### src/rtl/assert_macros.svh
// Assertion macros shared by the RTL modules.
`ifndef ASSERT_MACROS_SVH
`define ASSERT_MACROS_SVH

// Property checked on every rising clk edge, off while rst_n is low.
`define ASSERT_CLK(label, prop, msg) \
    label: assert property (@(posedge clk) disable iff (!rst_n) prop) \
        else $error(msg);

// Condition that must never be seen at a rising clk edge.
`define ASSERT_NEVER(label, cond, msg) \
    label: assert property (@(posedge clk) disable iff (!rst_n) !(cond)) \
        else $error(msg);

`endif

### src/rtl/ubx_pkg.sv
// Types and constants shared by the UBX frame parser modules.
package ubx_pkg;

    localparam logic [7:0] SYNC_FIRST  = 8'hB5;
    localparam logic [7:0] SYNC_SECOND = 8'h62;

    localparam logic [7:0] CLASS_RESET = 8'h01;
    localparam logic [7:0] ID_RESET    = 8'h3C;
    localparam logic [7:0] LIMIT_RESET = 8'd64;

    // configuration register indexes
    localparam logic [1:0] REG_CLASS = 2'd0;
    localparam logic [1:0] REG_ID    = 2'd1;
    localparam logic [1:0] REG_LIMIT = 2'd2;

    // result kinds
    localparam logic [1:0] KIND_PAYLOAD = 2'd0;
    localparam logic [1:0] KIND_GOOD    = 2'd1;
    localparam logic [1:0] KIND_BAD     = 2'd2;

    typedef struct packed {
        logic [7:0] expected_class;
        logic [7:0] expected_id;
        logic [7:0] capture_limit;
    } cfg_t;

    typedef struct packed {
        logic [1:0] kind;
        logic [7:0] payload_byte;
        logic [7:0] byte_index;
    } res_t;

endpackage

### src/rtl/ubx_parse_core.sv
// Byte-serial UBX frame state machine with Fletcher-8 checksum.
`include "assert_macros.svh"

module ubx_parse_core (
    input  logic          clk,
    input  logic          rst_n,
    input  logic          in_valid,
    input  logic [7:0]    rx_byte,
    input  ubx_pkg::cfg_t cfg,
    output logic          res_valid,
    output ubx_pkg::res_t res
);

    localparam logic [3:0] ST_IDLE      = 4'd0;
    localparam logic [3:0] ST_GOT_SYNC1 = 4'd1;
    localparam logic [3:0] ST_GOT_SYNC2 = 4'd2;
    localparam logic [3:0] ST_GOT_CLASS = 4'd3;
    localparam logic [3:0] ST_LEN_LOW   = 4'd4;
    localparam logic [3:0] ST_LEN_HIGH  = 4'd5;
    localparam logic [3:0] ST_PAYLOAD   = 4'd6;
    localparam logic [3:0] ST_CHECK_A   = 4'd7;
    localparam logic [3:0] ST_CHECK_B   = 4'd8;

    logic [3:0]  state_reg, state_next;
    logic [7:0]  sum_a_reg, sum_a_next;
    logic [7:0]  sum_b_reg, sum_b_next;
    logic [15:0] bytes_left_reg, bytes_left_next;
    logic [7:0]  write_pos_reg, write_pos_next;
    logic [7:0]  sum_a_add;
    logic [7:0]  sum_b_add;
    logic [15:0] left_dec;

    assign sum_a_add = sum_a_reg + rx_byte;
    assign sum_b_add = sum_b_reg + sum_a_add;
    assign left_dec  = bytes_left_reg - 16'd1;

    always_comb
    begin
        state_next      = state_reg;
        sum_a_next      = sum_a_reg;
        sum_b_next      = sum_b_reg;
        bytes_left_next = bytes_left_reg;
        write_pos_next  = write_pos_reg;
        res_valid       = 1'b0;
        res.kind         = ubx_pkg::KIND_PAYLOAD;
        res.payload_byte = 8'd0;
        res.byte_index   = 8'd0;
        if (in_valid)
        begin
            unique case (state_reg)
                ST_IDLE:
                begin
                    state_next = (rx_byte == ubx_pkg::SYNC_FIRST) ? ST_GOT_SYNC1 : ST_IDLE;
                end
                ST_GOT_SYNC1:
                begin
                    state_next = (rx_byte == ubx_pkg::SYNC_SECOND) ? ST_GOT_SYNC2 : ST_IDLE;
                end
                ST_GOT_SYNC2:
                begin
                    if (rx_byte == cfg.expected_class)
                    begin
                        sum_a_next = rx_byte;
                        sum_b_next = rx_byte;
                        state_next = ST_GOT_CLASS;
                    end
                    else
                    begin
                        state_next = ST_IDLE;
                    end
                end
                ST_GOT_CLASS:
                begin
                    if (rx_byte == cfg.expected_id)
                    begin
                        sum_a_next = sum_a_add;
                        sum_b_next = sum_b_add;
                        state_next = ST_LEN_LOW;
                    end
                    else
                    begin
                        state_next = ST_IDLE;
                    end
                end
                ST_LEN_LOW:
                begin
                    bytes_left_next = {8'd0, rx_byte};
                    sum_a_next      = sum_a_add;
                    sum_b_next      = sum_b_add;
                    state_next      = ST_LEN_HIGH;
                end
                ST_LEN_HIGH:
                begin
                    bytes_left_next = {rx_byte, bytes_left_reg[7:0]};
                    sum_a_next      = sum_a_add;
                    sum_b_next      = sum_b_add;
                    write_pos_next  = 8'd0;
                    // empty payload skips straight to the checksum
                    state_next = ({rx_byte, bytes_left_reg[7:0]} == 16'd0) ?
                                 ST_CHECK_A : ST_PAYLOAD;
                end
                ST_PAYLOAD:
                begin
                    if (write_pos_reg < cfg.capture_limit)
                    begin
                        res_valid        = 1'b1;
                        res.kind         = ubx_pkg::KIND_PAYLOAD;
                        res.payload_byte = rx_byte;
                        res.byte_index   = write_pos_reg;
                        write_pos_next   = write_pos_reg + 8'd1;
                    end
                    sum_a_next      = sum_a_add;
                    sum_b_next      = sum_b_add;
                    bytes_left_next = left_dec;
                    if (left_dec == 16'd0)
                    begin
                        state_next = ST_CHECK_A;
                    end
                end
                ST_CHECK_A:
                begin
                    if (rx_byte == sum_a_reg)
                    begin
                        state_next = ST_CHECK_B;
                    end
                    else
                    begin
                        res_valid  = 1'b1;
                        res.kind   = ubx_pkg::KIND_BAD;
                        state_next = ST_IDLE;
                    end
                end
                ST_CHECK_B:
                begin
                    res_valid  = 1'b1;
                    res.kind   = (rx_byte == sum_b_reg) ? ubx_pkg::KIND_GOOD
                                                        : ubx_pkg::KIND_BAD;
                    state_next = ST_IDLE;
                end
                default:
                begin
                    state_next = ST_IDLE;
                end
            endcase
        end
    end

    always_ff @(posedge clk or negedge rst_n)
    begin
        if (!rst_n)
        begin
            state_reg      <= ST_IDLE;
            sum_a_reg      <= 8'd0;
            sum_b_reg      <= 8'd0;
            bytes_left_reg <= 16'd0;
            write_pos_reg  <= 8'd0;
        end
        else
        begin
            state_reg      <= state_next;
            sum_a_reg      <= sum_a_next;
            sum_b_reg      <= sum_b_next;
            bytes_left_reg <= bytes_left_next;
            write_pos_reg  <= write_pos_next;
        end
    end

    `ASSERT_CLK(a_good_only_on_chk_b,
        res_valid && res.kind == ubx_pkg::KIND_GOOD |-> state_reg == ST_CHECK_B,
        "good report outside second checksum byte")
    `ASSERT_CLK(a_payload_in_limit,
        res_valid && res.kind == ubx_pkg::KIND_PAYLOAD |->
            state_reg == ST_PAYLOAD && write_pos_reg < cfg.capture_limit,
        "payload beat outside capture window")
    `ASSERT_CLK(a_len_high_exit,
        in_valid && state_reg == ST_LEN_HIGH |=>
            state_reg == ST_PAYLOAD || state_reg == ST_CHECK_A,
        "bad exit from length high byte")

endmodule

### src/rtl/ubx_out_skid.sv
// Output register plus skid stage for the result stream.
`include "assert_macros.svh"

module ubx_out_skid (
    input  logic          clk,
    input  logic          rst_n,
    input  logic          in_valid,
    input  ubx_pkg::res_t in_data,
    output logic          in_ready,
    output logic          out_valid,
    output ubx_pkg::res_t out_data,
    input  logic          out_ready
);

    logic          out_valid_reg, out_valid_next;
    logic          skid_valid_reg, skid_valid_next;
    ubx_pkg::res_t out_data_reg, out_data_next;
    ubx_pkg::res_t skid_data_reg, skid_data_next;

    assign in_ready  = !skid_valid_reg;
    assign out_valid = out_valid_reg;
    assign out_data  = out_data_reg;

    always_comb
    begin
        out_valid_next  = out_valid_reg;
        out_data_next   = out_data_reg;
        skid_valid_next = skid_valid_reg;
        skid_data_next  = skid_data_reg;
        if (!out_valid_reg || out_ready)
        begin
            if (skid_valid_reg)
            begin
                out_valid_next  = 1'b1;
                out_data_next   = skid_data_reg;
                skid_valid_next = 1'b0;
            end
            else
            begin
                out_valid_next = in_valid;
                out_data_next  = in_data;
            end
        end
        else if (in_valid)
        begin
            skid_valid_next = 1'b1;
            skid_data_next  = in_data;
        end
    end

    always_ff @(posedge clk or negedge rst_n)
    begin
        if (!rst_n)
        begin
            out_valid_reg  <= 1'b0;
            skid_valid_reg <= 1'b0;
        end
        else
        begin
            out_valid_reg  <= out_valid_next;
            skid_valid_reg <= skid_valid_next;
        end
    end

    always_ff @(posedge clk)
    begin
        out_data_reg  <= out_data_next;
        skid_data_reg <= skid_data_next;
    end

    `ASSERT_CLK(a_skid_behind_out, skid_valid_reg |-> out_valid_reg,
        "skid stage full while output register empty")
    `ASSERT_CLK(a_skid_drains, skid_valid_reg && out_ready |=> out_valid_reg && !skid_valid_reg,
        "skid stage did not drain into output register")
    `ASSERT_NEVER(a_no_overrun, in_valid && skid_valid_reg,
        "result arrived while skid stage full")

endmodule

### src/rtl/ubx_frame_parser_top.sv
// Top level of the UBX frame parser: config registers, parser core, output buffer.
//
//  channel   dir  handshake                 payload
//  s_*       in   s_tvalid / s_tready       s_tdata[7:0] rx_byte
//  m_*       out  m_tvalid / m_tready       m_tdata payload_byte, byte_index; m_tuser kind
//  cfg_*     in   cfg_valid / cfg_ready     cfg_index register, cfg_data value
//
// One beat per cycle while s_tready is high: each received byte updates the parser
// state in the cycle it is accepted, and any result is registered by the output stage.
// Results go through an output register and a one-deep skid stage, so s_tready
// drops only when both hold results that m_tready has not taken.
// rst_n clears the parser to hunting for sync and loads the register defaults
// (class 0x01, id 0x3C, capture limit 64). Config writes are always taken.
module ubx_frame_parser_top (
    input  logic        clk,
    input  logic        rst_n,
    // receive byte stream
    input  logic        s_tvalid,
    output logic        s_tready,
    input  logic [7:0]  s_tdata,   // [7:0] rx_byte
    // result stream
    output logic        m_tvalid,
    input  logic        m_tready,
    output logic [15:0] m_tdata,   // [7:0] payload_byte, [15:8] byte_index
    output logic [1:0]  m_tuser,   // [1:0] kind
    // register writes
    input  logic        cfg_valid,
    output logic        cfg_ready,
    input  logic [1:0]  cfg_index,
    input  logic [7:0]  cfg_data
);

    ubx_pkg::cfg_t cfg_reg;
    ubx_pkg::res_t core_res;
    ubx_pkg::res_t out_res;
    logic          core_res_valid;
    logic          in_beat;

    assign cfg_ready = 1'b1;
    assign in_beat   = s_tvalid && s_tready;

    // register file; unused index is dropped
    always_ff @(posedge clk or negedge rst_n)
    begin
        if (!rst_n)
        begin
            cfg_reg.expected_class <= ubx_pkg::CLASS_RESET;
            cfg_reg.expected_id    <= ubx_pkg::ID_RESET;
            cfg_reg.capture_limit  <= ubx_pkg::LIMIT_RESET;
        end
        else if (cfg_valid && cfg_ready)
        begin
            unique case (cfg_index)
                ubx_pkg::REG_CLASS: cfg_reg.expected_class <= cfg_data;
                ubx_pkg::REG_ID:    cfg_reg.expected_id    <= cfg_data;
                ubx_pkg::REG_LIMIT: cfg_reg.capture_limit  <= cfg_data;
                default:            ;
            endcase
        end
    end

    ubx_parse_core u_core (
        .clk       (clk),
        .rst_n     (rst_n),
        .in_valid  (in_beat),
        .rx_byte   (s_tdata),
        .cfg       (cfg_reg),
        .res_valid (core_res_valid),
        .res       (core_res)
    );

    ubx_out_skid u_out (
        .clk       (clk),
        .rst_n     (rst_n),
        .in_valid  (core_res_valid),
        .in_data   (core_res),
        .in_ready  (s_tready),
        .out_valid (m_tvalid),
        .out_data  (out_res),
        .out_ready (m_tready)
    );

    assign m_tdata = {out_res.byte_index, out_res.payload_byte};
    assign m_tuser = out_res.kind;

endmodule

### config.mk
export PLATFORM = sky130hd
export DESIGN_NAME = ubx_frame_parser_top
export DESIGN_NICKNAME = d
export VERILOG_FILES = /design/src/rtl/ubx_pkg.sv /design/src/rtl/ubx_parse_core.sv /design/src/rtl/ubx_out_skid.sv /design/src/rtl/ubx_frame_parser_top.sv
export VERILOG_INCLUDE_DIRS = /design/src /design/src/rtl
export SDC_FILE = /design/constraint.sdc
export NUM_CORES = 1
export LEC_CHECK = 0
export BUFFER_PORTS_ARGS = -buffer_cell sky130_fd_sc_hd__clkbuf_2
export CAP_MARGIN = 20
export CORE_UTILIZATION = 60
export CTS_BUF_LIST = sky130_fd_sc_hd__clkbuf_4 sky130_fd_sc_hd__clkbuf_8
export DETAILED_ROUTE_END_ITERATION = 7
export GPL_TIMING_DRIVEN = 0
export PLACE_DENSITY = 0.79
export SYNTH_ARGS = -nofsm -noshare
export SYNTH_HDL_FRONTEND = slang
export SYNTH_HIERARCHICAL = 1
export SYNTH_SLANG_ARGS = --single-unit
### constraint.sdc
create_clock -name clk -period 6.9 [get_ports clk]
set_clock_uncertainty 0.15 [all_clocks]
set_input_delay 0.345 -clock clk [delete_from_list [all_inputs] [get_ports clk]]
set_output_delay 0.345 -clock clk [all_outputs]
set_load 0.05 [all_outputs]
Word-level counts from Yosys, hierarchy flattened:

Cells that the tools add are included.

* add/sub/neg operators: 4
* eq/ne operators: 20
* reduce and logical (&&, ||, !) cells: 23
* multiplexer cells: 30
* $lt $le $gt $ge: 1
* bitwise gates (word level): 2

Operators with widths (count)
* one-hot mux 16 bit (3 select lines): 1
* one-hot mux 8 bit (3 select lines): 2
* two-way mux 18 bit: 2
* equality test 8 bit: 4
* zero test 16 bit: 2
* two-way mux 16 bit: 2
* two-way mux 8 bit: 4
* one-hot mux 4 bit (8 select lines): 1
* adder 8 bit: 2
* equality test 4 x 3 -> 1 bit (second input constant): 4
* one-hot mux 8 bit (2 select lines): 1
* subtractor 16 x 1 -> 16 bit (second input constant): 1
* AND reduction 2 bit: 6
* adder 8 x 1 -> 8 bit (second input constant): 1
* equality test 4 x 2 -> 1 bit (second input constant): 2
* equality test 8 x 7 -> 1 bit (second input constant): 1
* equality test 8 bit (second input constant): 1
* less-than comparator 8 bit: 1
* two-way mux 1 bit: 8
* two-way mux 2 bit: 4
* two-way mux 4 bit: 2
* inequality test 2 x 1 -> 1 bit (second input constant): 4
* one-hot mux 2 bit (3 select lines): 1
* AND reduction 3 bit: 2
* other kinds (16): 21

* output and inout bits: 21
* logic and storage cells: 97
* register bits: 106
* input bits: 23

Longest topological paths before layout:

* depth in word-level cells: 6
* gate-level depth with buffers: 13
* mapped depth without buffers: 13

By module:

Netlist, hierarchy kept.

By module, submodules not included
* ubx_parse_core: area each 3963.8 µm², cells each 493, seq. area each 1101.1 µm², times used 1
* ubx_out_skid: area each 1452.6 µm², cells each 65, seq. area each 1131.1 µm², times used 1
* ubx_frame_parser_top: area each 937.1 µm², cells each 54, seq. area each 608.1 µm², times used 1

Worst setup path after synthesis:

OpenSTA, ideal clock, no wires.

* path type: register -> register
* start: reg u_core.sum_a_reg[0]
* end: reg u_core.sum_b_reg[7]
* buffers on the path: 0
* setup slack: 3676 ps
* cell stages (with the launch flop): 13
* required time: 6610 ps
* arrival time: 2934 ps
* library setup time: 140 ps
* path through: dfrtp_1 ha_1 fa_1 a21o_1 a21oi_1 xnor2_1 ha_1 inv_1 nor2_1 a2111oi_0 nor4_1 nor4bb_1 a211oi_2

* longest elaborated chain between the ends: 4

RTL lines
* from (decl): line ubx_parse_core.sv:25 `logic [7:0] sum_a_reg, sum_a_next;`
* from (signal assigned): line ubx_parse_core.sv:161 `sum_a_reg <= sum_a_next;`
* adder 8 bit *: line ubx_parse_core.sv:33 `assign sum_a_add = sum_a_reg + rx_byte;`
* adder 8 bit *: line ubx_parse_core.sv:34 `assign sum_b_add = sum_b_reg + sum_a_add;`
* two-way mux 8 bit: line ubx_parse_core.sv:74 `if (rx_byte == cfg.expected_id)`
* one-hot mux 8 bit (3 select lines) *: line ubx_parse_core.sv:50 `unique case (state_reg)`
* to (signal assigned): line ubx_parse_core.sv:162 `sum_b_reg <= sum_b_next;`
* to (decl): line ubx_parse_core.sv:26 `logic [7:0] sum_b_reg, sum_b_next;`

Mark *: on every way between the ends. The rest lies on a longest branch, timed or not. The select of a mux whose other input is x is not followed.
A chain may end at the register's enable or synchronous reset.

Worst setup path in the final report:

Same ends and word-level chain as after synthesis.

==> metrics.yaml <==
floorplanning:
  initial_core_util_pct: 61.8
  die_w_um: 105
  dieArea_um2: 11000
  core_um2: 10300
  ios: 44
  dieHeight_um: 105
  rows: 37
worst_setup_path:
  worstPathArrival_ps: 4040
  path_cells: "ha_1 > fa_1 > a21o_1 > a21oi_1 > o21bai_1 > a21oi_1 > xor2_1 > inv_1 > ha_1 > a2111oi_0 > o22ai_1 > nor4bb_1 > a211oi_2"
  reg2reg_setup_slack_ps: 3010
  worst_setup_path_end_kind: "flop"
  crit_path_max_incr_delay_ps: 790
  r2r-start: "u_core/sum_a_reg[0]"
  regToRegEndpoint: "u_core/sum_b_reg[7]"
  r2r_cells: 13
  cpLargestDelayFamily: "compound AO/OA/AOI/OAI gates"
  worstPathMaxFanout: 3
  cp_slowest_cell: "a2111oi_0"
  critPathLaunchType: "flop"
  critical_path_class: "flop to flop"
  crit_required_ps: 7050
  worstSetupPathDepth: 13
  path_buf_inv: 1
synth:
  async_reset_ff_share_pct: 66.0
  yosysSeqAreaShare_pct: 44.7
  synth.net_count: 663
  ys_types: 68
  synth_area_um2: 6350
  synth-edff-count: 36
  ys_ff_latch: 106
  synth_area_per_cell_um2: 10.4
  synth_top_flop_cell: "dfrtp_1"
  yosys_warnings: 6
  postSynthCellCount: 612
finish:
  antenna_cells: 0
  largest_reg_flops: 24
  final_cell_mix: "64 x dfrtp_1, 58 x nor2_1, 50 x a21oi_1"
  final_common_cell: "dfrtp_1"
  stdcell_count: 808
  final_layout_size_suffix_gt1_share_pct: 21.0
  fillers: 800
  final_area_um2: 6970
  syn_to_final_growth_pct: 9.67
  fin_nets: 718
place:
  gp_congestion: 0.918
  placed_cells: 791
  hpwl_um: 10400
  portBuffers: 41
  place_ws_ps: 3050
  placed_area_um2: 6770
clock_tree:
  cts_tree: "done"
  cts_made_buffers: 9
  cts_root_buf: "clkbuf_8"
  clock_latency_ps: 400
  clock_path_buffers: 2
  cts_sinks: 106
  htree_num_levels: 3
  cts_resized: 0
  path_clk_slew_ps: 110
grt:
  grt_overflow: 0
  grt_pass1_vias: 4866
  grt_pass1_wl_um: 23600
  grt_max_degree: 65
  grt_usage_pct: 27.5
  antenna_found_initial: 0
run_status:
  status: "finished clean"
sta:
  period_needed_ps: 3890
  fmax_ghz: 0.257
  drv_slew: 0
  whs_ps: 68.4
  rsz0062_at_grt: "false"
  worst_slack_ps: 3010
  finalHoldViolations: 0
  period_share_pct: 56.3
  slew-limit-headroom_pct: 31.4
  setup_violations: 0
  tightest_slew_ps: 1000
  setup_tns_ps: 0
drt:
  first_pass_iters: 5
  drt-initial-drc-count: 445
  drtAntennaViolNets: 0
  drt-total-wl_um: 14400
  vias: 4975
  wl_per_cell_um: 17.8
  drc: 0
  viasPerCell: 6.16
power:
  cellPowerDensity_nw_per_um2: 174
  power.leakage_uw: 0.00306
  ir_drop_v: 0.000111
min_path:
  hold-path-endpoint: "cfg_reg[14]"
  min_from: "cfg_data[6]"
  hold_depth: 2
  holdCritPathClass: "input port to flop"
run:
  drv_cap: 0
-- cell families (layout without fill, tap and decap cells) --
| family | count (synthesis) | after routing | share of synthesized area, % |
|---|---|---|---|
| AO/OA/AOI/OAI | 129 | 129 | 12.6 |
| XOR/XNOR | 40 | 40 | 5.51 |
| adder cells (fa/ha/maj) | 28 | 28 | 5.75 |
| buffers and inverters | 57 | 117 | 4.23 |
| flip-flops | 106 | 106 | 44.7 |
| multiplexers | 51 | 51 | 10.0 |
| other | 1 | 1 | 0.0590 |
| AND/OR/NAND/NOR | 200 | 200 | 17.1 |
-- cell usage after synthesis, types with 6 or more instances --
cell type	n	area, µm²
nand3_1	12	60.1
nor4_1	10	62.6
and2_1	20	125
mux2_4	18	270
or4_1	6	45.0
xnor2_1	20	175
dfstp_2	6	158
o21ai_0	35	175
xor2_1	20	175
nand2_1	24	90.1
a21oi_1	50	250
inv_1	25	93.8
nor3_1	18	90.1
ha_1	26	325
and3_1	8	50.1
edfxtp_1	36	1080
mux2_2	28	315
o211ai_1	6	45.0
nor2_1	58	218
clkbuf_1	14	52.6
nand4_1	11	68.8
buf_2	11	55.1
dfrtp_1	64	1600
-- repair_timing --
| action | 4_1_cts | 5_1_grt |
|---|---|---|
| hold buffers | 1 | 0 |
| endpoints found under the hold margin | 64 | 0 |
| setup buffers | 0 | 0 |
-- final cells by class --
type	count	area, µm²	area share [%]
Multi-Input combinational cell	449	3240	46.6
Buffer	32	175	2.51
Inverter	25	93.8	1.35
Sequential cell	106	2840	40.8
Clock buffer	10	131	1.89
Tap cell	136	170	2.44
Clock inverter	6	56.3	0.808
Timing Repair Buffer	44	256	3.68
-- where the power goes --
group	total, µW	internal, µW	switching, µW
clock	380	143	237
sequential	694	678	16.2
combinational	135	61.7	73.6
-- worst register-to-register path, cell delays in order, from the launching register on --
cell	delay, ps
dfrtp_1	400
ha_1	220
fa_1	420
a21o_1	180
a21oi_1	230
o21bai_1	110
a21oi_1	180
xor2_1	200
inv_1	80
ha_1	200
a2111oi_0	790
o22ai_1	230
nor4bb_1	200
a211oi_2	210
-- how the worst max path moves through the flow --
stage / start / to
global route: u_core/sum_a_reg[0] / u_core/sum_b_reg[7]
floorplan: u_core/sum_a_reg[0] / u_core/sum_b_reg[7]
detailed placement: s_tdata[0] / u_core/sum_b_reg[7]
global placement: s_tdata[0] / u_core/sum_b_reg[7]
finish: u_core/sum_a_reg[0] / u_core/sum_b_reg[7]
CTS: u_core/sum_a_reg[0] / u_core/sum_b_reg[7]
-- layer usage --
metal / global-route usage [%] / wire length [µm] / vias up
met4: 12.5 / 359 / 0
met2: 46.2 / 7010 / 217
met5: 0 / 0 / -
li1: - / - / 2337
met1: 34.7 / 6160 / 2374
met3: 4.87 / 848 / 47
-- through the flow --
step                power [µW]  util (%)
global placement           831      65.5
finish                    1210      67.8
detailed placement         841      65.9
floorplan                  794         -
CTS                       1210      67.8
global route              1250      67.8
Power figures use the tool's default switching activity.
